**config.mk**
```make
export PLATFORM = sky130hd
export DESIGN_NAME = telnet_gmcp_stream_filter_top
export DESIGN_NICKNAME = d
export VERILOG_FILES = /design/src/gsf_pkg.sv /design/src/telnet_gmcp_stream_filter_top.sv /design/src/gsf_parser.sv /design/src/gsf_res_buf.sv
export SDC_FILE = /design/constraint.sdc
export NUM_CORES = 1
export LEC_CHECK = 0
export BUFFER_PORTS_ARGS = -buffer_cell sky130_fd_sc_hd__buf_2
export CORE_MARGIN = 2
export CORE_UTILIZATION = 45
export DETAILED_ROUTE_END_ITERATION = 7
export GPL_TIMING_DRIVEN = 0
export SLEW_MARGIN = 20
export SYNTH_ARGS = -nofsm -noshare
export SYNTH_HDL_FRONTEND = slang
export SYNTH_SLANG_ARGS = --single-unit
```
**constraint.sdc**
```tcl
create_clock -name clk -period 9.8 [get_ports clk]
set_clock_uncertainty 0.15 [all_clocks]
set_input_delay 0.49 -clock clk [delete_from_list [all_inputs] [get_ports clk]]
set_output_delay 0.49 -clock clk [all_outputs]
set_load 0.005 [all_outputs]
```
**src/gsf_pkg.sv**
```systemverilog
// Types and constants for the telnet GMCP stream filter.
package gsf_pkg;

  localparam logic [7:0] BYTE_IAC   = 8'hFF;
  localparam logic [7:0] BYTE_DONT  = 8'hFE;
  localparam logic [7:0] BYTE_DO    = 8'hFD;
  localparam logic [7:0] BYTE_WONT  = 8'hFC;
  localparam logic [7:0] BYTE_WILL  = 8'hFB;
  localparam logic [7:0] BYTE_SB    = 8'hFA;
  localparam logic [7:0] BYTE_SE    = 8'hF0;
  localparam logic [7:0] BYTE_SPACE = 8'h20;

  localparam logic [2:0] K_TEXT   = 3'd0;
  localparam logic [2:0] K_TEND   = 3'd1;
  localparam logic [2:0] K_PKG    = 3'd2;
  localparam logic [2:0] K_DATA   = 3'd3;
  localparam logic [2:0] K_COMMIT = 3'd4;
  localparam logic [2:0] K_ABORT  = 3'd5;
  localparam logic [2:0] K_REPLY  = 3'd6;

  localparam logic [7:0] CFG_REPLY_ENABLE = 8'd0;
  localparam logic [7:0] CFG_GMCP_OPTION  = 8'd1;

  localparam logic [7:0] GMCP_OPTION_RESET = 8'd201;

  localparam int RES_MAX = 4;

  typedef struct packed {
    logic [7:0] rx_byte;
    logic       end_of_call;
  } in_word_t;

  typedef struct packed {
    logic [2:0] kind;
    logic [7:0] value;
    logic       last;
    logic       gmcp_on;
  } out_word_t;

  // Results of one input byte, handed from parser to result buffer.
  typedef struct packed {
    logic [2:0]                 count;
    logic [RES_MAX-1:0][2:0]    kind;
    logic [RES_MAX-1:0][7:0]    value;
    logic                       gmcp_on;
  } step_res_t;

endpackage

```
**src/telnet_gmcp_stream_filter_top.sv**
```systemverilog
// Top level of the telnet GMCP stream filter.
// Channels: item (in_word_t: rx_byte, end_of_call) in with item_valid/item_ready;
// result (out_word_t: kind, value, last, gmcp_on) out with result_valid/result_ready;
// cfg writes with cfg_valid/cfg_ready, cfg_index 0 = reply_enable, 1 = gmcp_option,
// other indexes ignored. cfg_ready is always high.
// An accepted byte is registered in the input register, is parsed, and its
// zero to four result words load the result buffer once it is free; the first
// word is then presented from the result buffer.
// Words of one byte leave one per cycle while result_ready is high; the last carries last = 1. A byte
// with no result word leaves nothing.
// Throughput: one byte per cycle while each byte gives at most one word and
// the receiver takes every word; a byte with more words holds the input until
// the result buffer is down to its last word and that word is taken.
// Reset (rst, synchronous): parser returns to plain text, no text pending,
// GMCP not accepted, reply_enable = 1, gmcp_option = 201, buffers empty.
// When result_ready is low the current word holds; the input register fills
// and then item_ready drops until the buffer drains.
module telnet_gmcp_stream_filter_top import gsf_pkg::*; (
  input  logic       clk,
  input  logic       rst,
  input  logic       item_valid,
  output logic       item_ready,
  input  in_word_t   item,
  output logic       result_valid,
  input  logic       result_ready,
  output out_word_t  result,
  input  logic       cfg_valid,
  output logic       cfg_ready,
  input  logic [7:0] cfg_index,
  input  logic [7:0] cfg_data
);

  in_word_t   item_q;
  logic       item_q_valid;
  logic       buf_free;
  logic       fire;
  logic       reply_enable;
  logic [7:0] gmcp_option;
  step_res_t  step;

  assign fire       = item_q_valid && buf_free;
  assign item_ready = !item_q_valid || fire;
  assign cfg_ready  = 1'b1;

  always_ff @(posedge clk) begin
    if (rst) begin
      item_q_valid <= 1'b0;
    end else if (item_valid && item_ready) begin
      item_q_valid <= 1'b1;
    end else if (fire) begin
      item_q_valid <= 1'b0;
    end
  end

  always_ff @(posedge clk) begin
    if (item_valid && item_ready) begin
      item_q <= item;
    end
  end

  always_ff @(posedge clk) begin
    if (rst) begin
      reply_enable <= 1'b1;
      gmcp_option  <= GMCP_OPTION_RESET;
    end else if (cfg_valid && cfg_ready) begin
      unique case (cfg_index)
        CFG_REPLY_ENABLE: reply_enable <= cfg_data[0];
        CFG_GMCP_OPTION:  gmcp_option  <= cfg_data;
        default: ;
      endcase
    end
  end

  gsf_parser u_parser (
    .clk          (clk),
    .rst          (rst),
    .fire         (fire),
    .word         (item_q),
    .reply_enable (reply_enable),
    .gmcp_option  (gmcp_option),
    .res          (step)
  );

  gsf_res_buf u_res_buf (
    .clk       (clk),
    .rst       (rst),
    .load      (fire),
    .res       (step),
    .out_ready (result_ready),
    .out_valid (result_valid),
    .out_word  (result),
    .free      (buf_free)
  );

endmodule

```
**src/gsf_parser.sv**
```systemverilog
// Telnet parse state and the per-byte result generation.
module gsf_parser import gsf_pkg::*; (
  input  logic      clk,
  input  logic      rst,
  input  logic      fire,
  input  in_word_t  word,
  input  logic      reply_enable,
  input  logic [7:0] gmcp_option,
  output step_res_t res
);

  localparam logic [2:0] MODE_NORMAL = 3'd0;
  localparam logic [2:0] MODE_IAC    = 3'd1;
  localparam logic [2:0] MODE_WILL   = 3'd2;
  localparam logic [2:0] MODE_WONT   = 3'd3;
  localparam logic [2:0] MODE_DO     = 3'd4;
  localparam logic [2:0] MODE_DONT   = 3'd5;
  localparam logic [2:0] MODE_SB     = 3'd6;
  localparam logic [2:0] MODE_SBIAC  = 3'd7;

  logic [2:0] mode, mode_next;
  logic in_gmcp_sub, in_gmcp_sub_next;
  logic option_seen, option_seen_next;
  logic payload_nonempty, payload_nonempty_next;
  logic space_seen, space_seen_next;
  logic text_pending, text_pending_next;
  logic gmcp_accepted, gmcp_accepted_next;

  logic [2:0] cnt;
  logic       pb_en;
  logic [7:0] pb_val;
  logic [7:0] b;

  assign b = word.rx_byte;

  always_comb begin
    mode_next             = mode;
    in_gmcp_sub_next      = in_gmcp_sub;
    option_seen_next      = option_seen;
    payload_nonempty_next = payload_nonempty;
    space_seen_next       = space_seen;
    text_pending_next     = text_pending;
    gmcp_accepted_next    = gmcp_accepted;
    res.kind  = '0;
    res.value = '0;
    cnt    = 3'd0;
    pb_en  = 1'b0;
    pb_val = b;

    unique case (mode)
      MODE_NORMAL: begin
        if (b == BYTE_IAC) begin
          mode_next = MODE_IAC;
        end else begin
          res.kind[cnt[1:0]]  = K_TEXT;
          res.value[cnt[1:0]] = b;
          cnt = cnt + 3'd1;
          text_pending_next = 1'b1;
        end
      end
      MODE_IAC: begin
        if (b == BYTE_IAC) begin
          res.kind[cnt[1:0]]  = K_TEXT;
          res.value[cnt[1:0]] = BYTE_IAC;
          cnt = cnt + 3'd1;
          text_pending_next = 1'b1;
          mode_next = MODE_NORMAL;
        end else if (b == BYTE_WILL) begin
          mode_next = MODE_WILL;
        end else if (b == BYTE_WONT) begin
          mode_next = MODE_WONT;
        end else if (b == BYTE_DO) begin
          mode_next = MODE_DO;
        end else if (b == BYTE_DONT) begin
          mode_next = MODE_DONT;
        end else if (b == BYTE_SB) begin
          in_gmcp_sub_next      = 1'b0;
          payload_nonempty_next = 1'b0;
          space_seen_next       = 1'b0;
          option_seen_next      = 1'b0;
          mode_next = MODE_SB;
        end else begin
          mode_next = MODE_NORMAL;
        end
      end
      MODE_WILL, MODE_DO: begin
        // With reply_enable, WILL: DO for GMCP, DONT otherwise. DO: WONT unless GMCP.
        if (mode == MODE_WILL && b == gmcp_option) begin
          gmcp_accepted_next = 1'b1;
        end
        if (reply_enable && (mode == MODE_WILL || b != gmcp_option)) begin
          res.kind[0]  = K_REPLY;
          res.value[0] = BYTE_IAC;
          res.kind[1]  = K_REPLY;
          res.value[1] = (mode == MODE_DO) ? BYTE_WONT :
                         (b == gmcp_option) ? BYTE_DO : BYTE_DONT;
          res.kind[2]  = K_REPLY;
          res.value[2] = b;
          cnt = 3'd3;
        end
        mode_next = MODE_NORMAL;
      end
      MODE_WONT, MODE_DONT: begin
        mode_next = MODE_NORMAL;
      end
      MODE_SB: begin
        if (b == BYTE_IAC) begin
          mode_next = MODE_SBIAC;
        end else if (!option_seen) begin
          in_gmcp_sub_next = (b == gmcp_option);
          option_seen_next = 1'b1;
        end else begin
          pb_en = 1'b1;
        end
      end
      MODE_SBIAC: begin
        if (b == BYTE_SE) begin
          if (in_gmcp_sub && payload_nonempty) begin
            if (text_pending_next) begin
              res.kind[cnt[1:0]]  = K_TEND;
              cnt = cnt + 3'd1;
              text_pending_next = 1'b0;
            end
            res.kind[cnt[1:0]] = K_COMMIT;
            cnt = cnt + 3'd1;
          end
          in_gmcp_sub_next      = 1'b0;
          payload_nonempty_next = 1'b0;
          space_seen_next       = 1'b0;
          mode_next = MODE_NORMAL;
        end else if (b == BYTE_IAC) begin
          pb_en  = 1'b1;
          pb_val = BYTE_IAC;
          mode_next = MODE_SB;
        end else begin
          if (in_gmcp_sub && payload_nonempty) begin
            res.kind[cnt[1:0]] = K_ABORT;
            cnt = cnt + 3'd1;
          end
          in_gmcp_sub_next      = 1'b0;
          payload_nonempty_next = 1'b0;
          space_seen_next       = 1'b0;
          mode_next = MODE_NORMAL;
        end
      end
      default: begin
        mode_next = MODE_NORMAL;
      end
    endcase

    // GMCP payload byte: first space splits package from data.
    if (pb_en && in_gmcp_sub) begin
      if (!space_seen && pb_val == BYTE_SPACE) begin
        space_seen_next = 1'b1;
      end else begin
        res.kind[cnt[1:0]]  = space_seen ? K_DATA : K_PKG;
        res.value[cnt[1:0]] = pb_val;
        cnt = cnt + 3'd1;
      end
      payload_nonempty_next = 1'b1;
    end

    if (word.end_of_call && text_pending_next) begin
      res.kind[cnt[1:0]]  = K_TEND;
      res.value[cnt[1:0]] = 8'd0;
      cnt = cnt + 3'd1;
      text_pending_next = 1'b0;
    end

    res.count   = cnt;
    res.gmcp_on = gmcp_accepted_next;
  end

  always_ff @(posedge clk) begin
    if (rst) begin
      mode             <= MODE_NORMAL;
      in_gmcp_sub      <= 1'b0;
      option_seen      <= 1'b0;
      payload_nonempty <= 1'b0;
      space_seen       <= 1'b0;
      text_pending     <= 1'b0;
      gmcp_accepted    <= 1'b0;
    end else if (fire) begin
      mode             <= mode_next;
      in_gmcp_sub      <= in_gmcp_sub_next;
      option_seen      <= option_seen_next;
      payload_nonempty <= payload_nonempty_next;
      space_seen       <= space_seen_next;
      text_pending     <= text_pending_next;
      gmcp_accepted    <= gmcp_accepted_next;
    end
  end

endmodule

```
**src/gsf_res_buf.sv**
```systemverilog
// Result buffer: holds up to four result words of one byte and drains them.
module gsf_res_buf import gsf_pkg::*; (
  input  logic      clk,
  input  logic      rst,
  input  logic      load,
  input  step_res_t res,
  input  logic      out_ready,
  output logic      out_valid,
  output out_word_t out_word,
  output logic      free
);

  logic [RES_MAX-1:0][2:0] kind;
  logic [RES_MAX-1:0][7:0] value;
  logic                    gmcp_on;
  logic [2:0]              rem;
  logic [1:0]              pos;

  assign out_valid = (rem != 3'd0);
  assign free      = (rem == 3'd0) || (rem == 3'd1 && out_ready);

  assign out_word.kind    = kind[pos];
  assign out_word.value   = value[pos];
  assign out_word.last    = (rem == 3'd1);
  assign out_word.gmcp_on = gmcp_on;

  always_ff @(posedge clk) begin
    if (rst) begin
      rem <= 3'd0;
      pos <= 2'd0;
    end else if (load) begin
      rem <= res.count;
      pos <= 2'd0;
    end else if (out_valid && out_ready) begin
      rem <= rem - 3'd1;
      pos <= pos + 2'd1;
    end
  end

  always_ff @(posedge clk) begin
    if (load) begin
      kind    <= res.kind;
      value   <= res.value;
      gmcp_on <= res.gmcp_on;
    end
  end

endmodule

```
==> out/results.txt, run 1 <==
worst slew pin tran - 0.8218 ns
largest net degree at the start of global routing - 54
CTS tree - yes
Die ar. - 9752 µm²
clk_lat worst skew - 0.34 ns
Setup crit end kind - register
share of cells above drive strength 1 - 23.13%
CP Class - reg2reg
worst path cell trace - buf_6 > or4_4 > or3_1 > a31oi_1 > nand3_1 > ha_1 > o21a_1 > inv_1 > ha_1 > a22oi_4 > and2_1
RR Startpoint - item_q[4]
main flop type after synthesis - edfxtp_1
Post-CTS Setup Repair Bufs - 0
Synth cell types - 60
drt pass-1 iters - 4
Int Pwr - 0.0006262 W
global-route wire length before repair - 14,680 µm
Hold/Removal Path Class - in2reg
fmax - 283.5 MHz
Mapped Cells - 356
post-CTS sizing - 0
Buf/Inv on CP - 2
CP max-delay cell - or4_4
switching power - 0.0002722 W
max_slew headroom - 45.21%
Routability Congestion - 0.8001
# clock sinks - 77
Synth Net Count - 398
clock slew at reported path FFs - 0.08 ns
Synth area leader - edfxtp_1
setup slack, reg-to-reg - 6.27 ns
Seq. cell area - 2072 µm²
reg2reg path depth - 11
num rows - 34
Port Buffers - 43
via count - 2,876
fin nets - 452
Mapped Area - 4040 µm²
syn_area_per_cell - 11.35 µm²
Flop pwr share - 48.0%
IO Count - 46
Yosys warnings - 0
antenna cells - 0
Residual DRC - 0
post-route insts no fill - 523
core area - 8721 µm²
Worst R2R End - u_res_buf.value[17]
vias per cell - 5.499
CP Depth - 11
CP max FO - 10
ys async rst share - 0%
status - finished, final reports clean
clock power share - 24.8%
# H-tree levels - 3
initial antenna violation count - 0
number of synthesized register bits - 77
switching fraction of total power - 30.30%
Worst path max stage delay - 0.46 ns
top cell type's share of synthesized area - 39.39%
antenna-violating nets left - 0
WP data required - 9.75 ns
Fillers - 777
CP Launch Type - register
max-cap violation count - 0
Worst Setup EP - u_res_buf.value[17]
crit-path most repeated cell - ha_1
multi-input logic area - 1788 µm²
post-synthesis sequential area ratio - 51.29%
Iter 0 DRT Violations - 116
HPWL after DPL - 6190 µm
Combinational Power Share - 27.2%
crit-path leading delay family - simple AND/OR/NAND/NOR gates
number of global-route vias before repair - 2,889
DIE HEIGHT - 98.75 µm
WL final - 8754 µm
CTS root buffer - clkbuf_8
fin. max-slew vios - 0
Arr. time, crit path - 3.47 ns
Setup TNS Final - 0 ns
wire length per cell - 16.74 µm
width of the chip - 98.75 µm
post-layout minimum cycle time - 3.527 ns
Inserted Clock Buffers - 9
CTS max path bufs - 2
global-route usage over all layers - 19.29%
Starting Density - 46.33%
number of flops mapped to enable cells by yosys - 53
final setup vio count - 0
top post-synthesis cells by area - edfxtp_1, dfxtp_1, mux4_2
Power per Cell Area - 196.1 nW/µm²
fin crit share - 35.99%
Placed Cells - 507
RSZ-0062 raised after global routing - no
cts hold-fix bufs - 0
gr ovfl total - 0
CP Launch Point - item_q[4]
Max IR drop VDD - 0.00006656 V
Area growth, synth to finish - 13.41%
P_leak - 1.791 nW
Hold Fails Final Rpt - 0
cells in the mapped netlist, types with 2 or more instances:
| cell | count |
|---|---|
| nand2_1 | 28 |
| and2_1 | 19 |
| and4_1 | 3 |
| and3_1 | 4 |
| nand4_1 | 5 |
| a31oi_1 | 2 |
| a22o_1 | 4 |
| or3_1 | 2 |
| edfxtp_1 | 53 |
| clkbuf_1 | 7 |
| a32oi_1 | 4 |
| a21oi_1 | 29 |
| buf_6 | 2 |
| mux2i_1 | 13 |
| o211a_1 | 2 |
| nand2_2 | 2 |
| o21a_1 | 7 |
| nand2b_1 | 4 |
| dfxtp_1 | 24 |
| nand3_1 | 8 |
| buf_4 | 4 |
| a22oi_4 | 2 |
| ha_1 | 12 |
| mux4_2 | 10 |
| nor4_1 | 2 |
| xor2_1 | 3 |
| nor2_1 | 20 |
| inv_1 | 15 |
| xnor2_1 | 9 |
| nor3_1 | 9 |
| o21ai_0 | 12 |
| buf_2 | 8 |
worst min path at each step:
| stage | from | endpoint | slack [ns] | cells after the start |
|---|---|---|---|---|
| after floorplan | u_parser.option_seen | u_parser.option_seen | 0.31 | 2 |
| after global placement | u_parser.option_seen | u_parser.option_seen | 0.32 | 2 |
| after detailed placement | u_parser.space_seen | u_parser.space_seen | 0.34 | 2 |
| after CTS | item[7] | item_q[7] | 0.15 | 1 |
| after global routing | item[7] | item_q[7] | 0.15 | 1 |
| final | item[2] | item_q[2] | 0.17 | 1 |
registers in the layout (all words and copies together), names as in the netlist, 2 cells and up:
name / cells
u_parser.mode: 3
item_q: 9
u_res_buf.kind: 11
gmcp_option: 8
u_res_buf.rem: 3
u_res_buf.pos: 2
u_res_buf.value: 32
per-layer routing:
metal | GRT usage, % | vias to the layer above | wire length [µm]
met2 | 30.72 | 60 | 4153
met4 | 6.744 | 0 | 124
met3 | 2.908 | 11 | 296
met5 | 0 | - | 0
li1 | - | 1412 | -
met1 | 27.06 | 1393 | 4180
stage by stage:
step | area (µm²) | power, W | setup slack, ns | utilization [%] | hold WS, ns
2_1_floorplan | 4040 | 0.0006060 | 6.462 | - | 0.3081
3_3_place_gp | 4390 | 0.0006832 | 5.540 | 50.34 | 0.3219
3_5_place_dp | 4400 | 0.0006877 | 6.335 | 50.46 | 0.3374
4_1_cts | 4582 | 0.0009101 | 6.309 | 52.54 | 0.1511
5_1_grt | 4582 | 0.0009553 | 6.088 | 52.54 | 0.1476
6_report | 4582 | 0.0008984 | 6.273 | 52.54 | 0.1712
cell families after synthesis:
kind of cell	after synthesis	share of synthesized area (%)
and+or+nand+nor	118	15.61
other	1	0.09282
AOI/OAI and AO/OA	74	13.29
DFF	77	51.29
muxes	23	8.795
xor gates and xnor gates	12	2.602
buffers and inverters	39	4.614
adders and majority gates	12	3.716
cells in the final DEF, fill, tap and decap left out, types with 4 or more instances in the layout:
master and instances:
a32oi_1 4, buf_2 51, nand2_1 28, nor2_1 20, o21a_1 7, inv_1 15
a21oi_1 29, nor3_1 9, edfxtp_1 53, nand3_1 8, mux2i_1 13, o21ai_0 12
and2_1 19, clkbuf_1 9, dfxtp_1 24, buf_4 4, clkbuf_8 9, a22o_1 4
ha_1 12, nand2b_1 4, nand4_1 5, and3_1 4, xnor2_1 9, mux4_2 10
power groups by stage:
stage / sequential, W / combinational [W] / clock [W]
3_3_place_gp: 0.000441 / 0.000242 / 0
5_1_grt: 0.000438 / 0.000274 / 0.000243
4_1_cts: 0.000432 / 0.000249 / 0.000229
2_1_floorplan: 0.000434 / 0.000172 / 0
3_5_place_dp: 0.000440 / 0.000248 / 0
6_report: 0.000432 / 0.000244 / 0.000222
final cells by class:
class / count / share of cell area [%]
buffer: 22 / 2.758
timing repair buffer: 43 / 4.697
inverter: 17 / 1.393
clock inverter: 3 / 0.4642
sequential: 77 / 45.22
tap: 108 / 2.949
clock buffer: 13 / 3.495
multi-input combinational: 240 / 39.02
Power figures use the tool's default switching activity.
==> inputs of run 2 (changes only) <==
- clock period: 9.8 -> 3.34 ns (I/O delays scaled with it)
==> run 2 against run 1 <==
Utilization is 3.9 points higher. Sequential cell count stayed put. Final area is 7.4% higher. Via count is 4.6% higher. Register-to-register slack worse by 6.2 ns.
==> out/results.txt, run 2 (synthesized netlist as in run 1, its figures left out) <==
status - finished, final reports clean
Max IR drop VDD - 0.0002082 V (+210%)
# H-tree levels - 3 (unchanged)
max reg flops - 32 (unchanged)
wire length per cell - 16.58 µm (-0.94%)
DIE HEIGHT - 98.75 µm (unchanged)
Iter 0 DRT Violations - 113 (-2.6%)
CTS tree - yes
final setup vio count - 0 (unchanged)
clk_lat worst skew - 0.34 ns (about the same)
Inserted Clock Buffers - 9 (unchanged)
IO Count - 46 (unchanged)
commonest non-fill, non-tap cell in the layout - edfxtp_1
Fillers - 741 (-4.6%)
Arr. time, crit path - 3.20 ns (-0.27 ns)
switching power - 0.0008157 W (+200%)
post-layout minimum cycle time - 3.250 ns (-0.2771 ns)
switching fraction of total power - 30.53% (+0.23 points)
width of the chip - 98.75 µm (unchanged)
max-cap violation count - 0 (unchanged)
# clock sinks - 77 (unchanged)
hold_sp - cfg_index[4]
hold slack - 0.03159 ns (-0.1396 ns)
global-route wire length before repair - 15,070 µm (+2.7%)
fin nets - 477 (+5.5%)
RR Startpoint - item_q[4]
CP max FO - 10 (unchanged)
fmax - 307.7 MHz (+8.5%)
Power per Cell Area - 542.8 nW/µm² (+180%)
Hold Fails Final Rpt - 0 (unchanged)
drt pass-1 iters - 5 (+1)
WL final - 9086 µm (+3.8%)
clock power share - 24.6% (-0.2 points)
number of global-route vias before repair - 2,988 (+3.4%)
fin util - 56.44% (+3.9 points)
antenna-violating nets left - 0 (unchanged)
Residual DRC - 0 (unchanged)
num rows - 34 (unchanged)
CTS max path bufs - 2 (unchanged)
via count - 3,008 (+4.6%)
Die ar. - 9752 µm² (unchanged)
vias per cell - 5.489 (-0.18%)
WP data required - 3.29 ns (-6.46 ns)
Area growth, synth to finish - 21.83%
P_leak - 1.908 nW (+6.5%)
Seq. cell area - 2072 µm² (unchanged)
HPWL after DPL - 6190 µm (unchanged)
fin crit share - 97.30% (+61 points)
CP Class - reg2reg
Starting Density - 46.33% (unchanged)
fin. max-slew vios - 0 (unchanged)
share of cells above drive strength 1 - 25.68% (+2.5 points)
clock slew at reported path FFs - 0.08 ns (about the same)
initial antenna violation count - 0 (unchanged)
Setup crit end kind - register
Biggest register - u_res_buf.value
CP Launch Point - item_q[4]
Largest regs - u_res_buf.value x32, u_res_buf.kind x11, item_q x9
gr ovfl total - 0 (unchanged)
Int Pwr - 0.001856 W (+200%)
multi-input logic area - 1881 µm² (+5.2%)
most frequent cells in the layout - edfxtp_1, buf_2, nand2_1, a21oi_1, dfxtp_1
CP Launch Type - register
Port Buffers - 43 (unchanged)
Hold/Removal Path Class - in2reg
CTS root buffer - clkbuf_8
core area - 8721 µm² (unchanged)
global-route usage over all layers - 19.79% (+0.50 points)
Flop pwr share - 47.5% (-0.5 points)
largest net degree at the start of global routing - 54 (unchanged)
Routability Congestion - 0.8001 (unchanged)
antenna cells - 0 (unchanged)
Combinational Power Share - 27.9% (+0.7 points)
worst slew pin tran - 0.8184 ns (-0.003441 ns)
max_slew headroom - 45.44% (+0.23 points)
-- run 2: layout make-up --
type | instances | share of cell area [%]
Buffer | 22 | 2.567
Clock buffer | 13 | 3.254
Clock inverter | 3 | 0.4321
Inverter | 17 | 1.296
Multi-Input combinational cell | 240 | 38.21
Sequential cell | 77 | 42.09
Tap cell | 108 | 2.745
Timing Repair Buffer | 68 | 9.405
-- run 2: worst max-delay path, stage by stage (launching register included) --
cell and delay [ns]:
edfxtp_1 0.38, buf_6 0.15, or4_4 0.46, or3_4 0.36
a31oi_4 0.18, nand3_4 0.12, ha_4 0.27, o21a_1 0.22
inv_2 0.12, ha_4 0.17, a22oi_4 0.08, buf_12 0.18
and2_1 0.15
-- run 2: what timing repair did --
action,CTS,global route
gates cloned,0,0
pin swaps,2,4
hold buffers,19,0
buffers inserted,0,6
setup endpoints to repair,25,37
endpoints found under the hold margin,19,0
resized for setup,8,9
-- run 2: metrics by stage --
stage	setup WS, ns	power, W	setup TNS [ns]	area [µm²]	std cells
2_1_floorplan	0.001861	0.001778	0	4040	356
3_3_place_gp	-0.8321	0.002005	-34.26	4390	507
3_5_place_dp	-0.1251	0.002018	-1.517	4400	507
4_1_cts	0.009089	0.002689	0	4817	542
5_1_grt	-0.005171	0.002827	-0.005171	4922	548
6_report	0.09010	0.002672	0	4922	548
-- run 2: worst paths after layout --
| kind | slack, ns | cells past startpoint | to |
|---|---|---|---|
| hold / removal | 0.03 | 4 | reply_enable |
| hold reg to reg | 0.36 | 1 | u_parser.gmcp_accepted |
| setup reg to reg | 0.09 | 12 | u_res_buf.value[17] |
| setup / recovery | 0.09 | 12 | u_res_buf.value[17] |
-- run 2: routing by layer --
layer	vias to the layer above	GRT usage [%]	share of wire (%)
li1	1463	-	-
met1	1480	27.12	47
met2	56	32.54	49
met3	9	2.908	2.7
met4	0	6.428	1.1
met5	-	0	0
-- run 2: power by group through the flow --
stage	sequential (W)	combinational [W]	clock (W)
after floorplan	0.00127	0.000504	0
after global placement	0.00129	0.000710	0
after detailed placement	0.00129	0.000728	0
after CTS	0.00127	0.000748	0.000672
after global routing	0.00129	0.000829	0.000712
final	0.00127	0.000746	0.000658
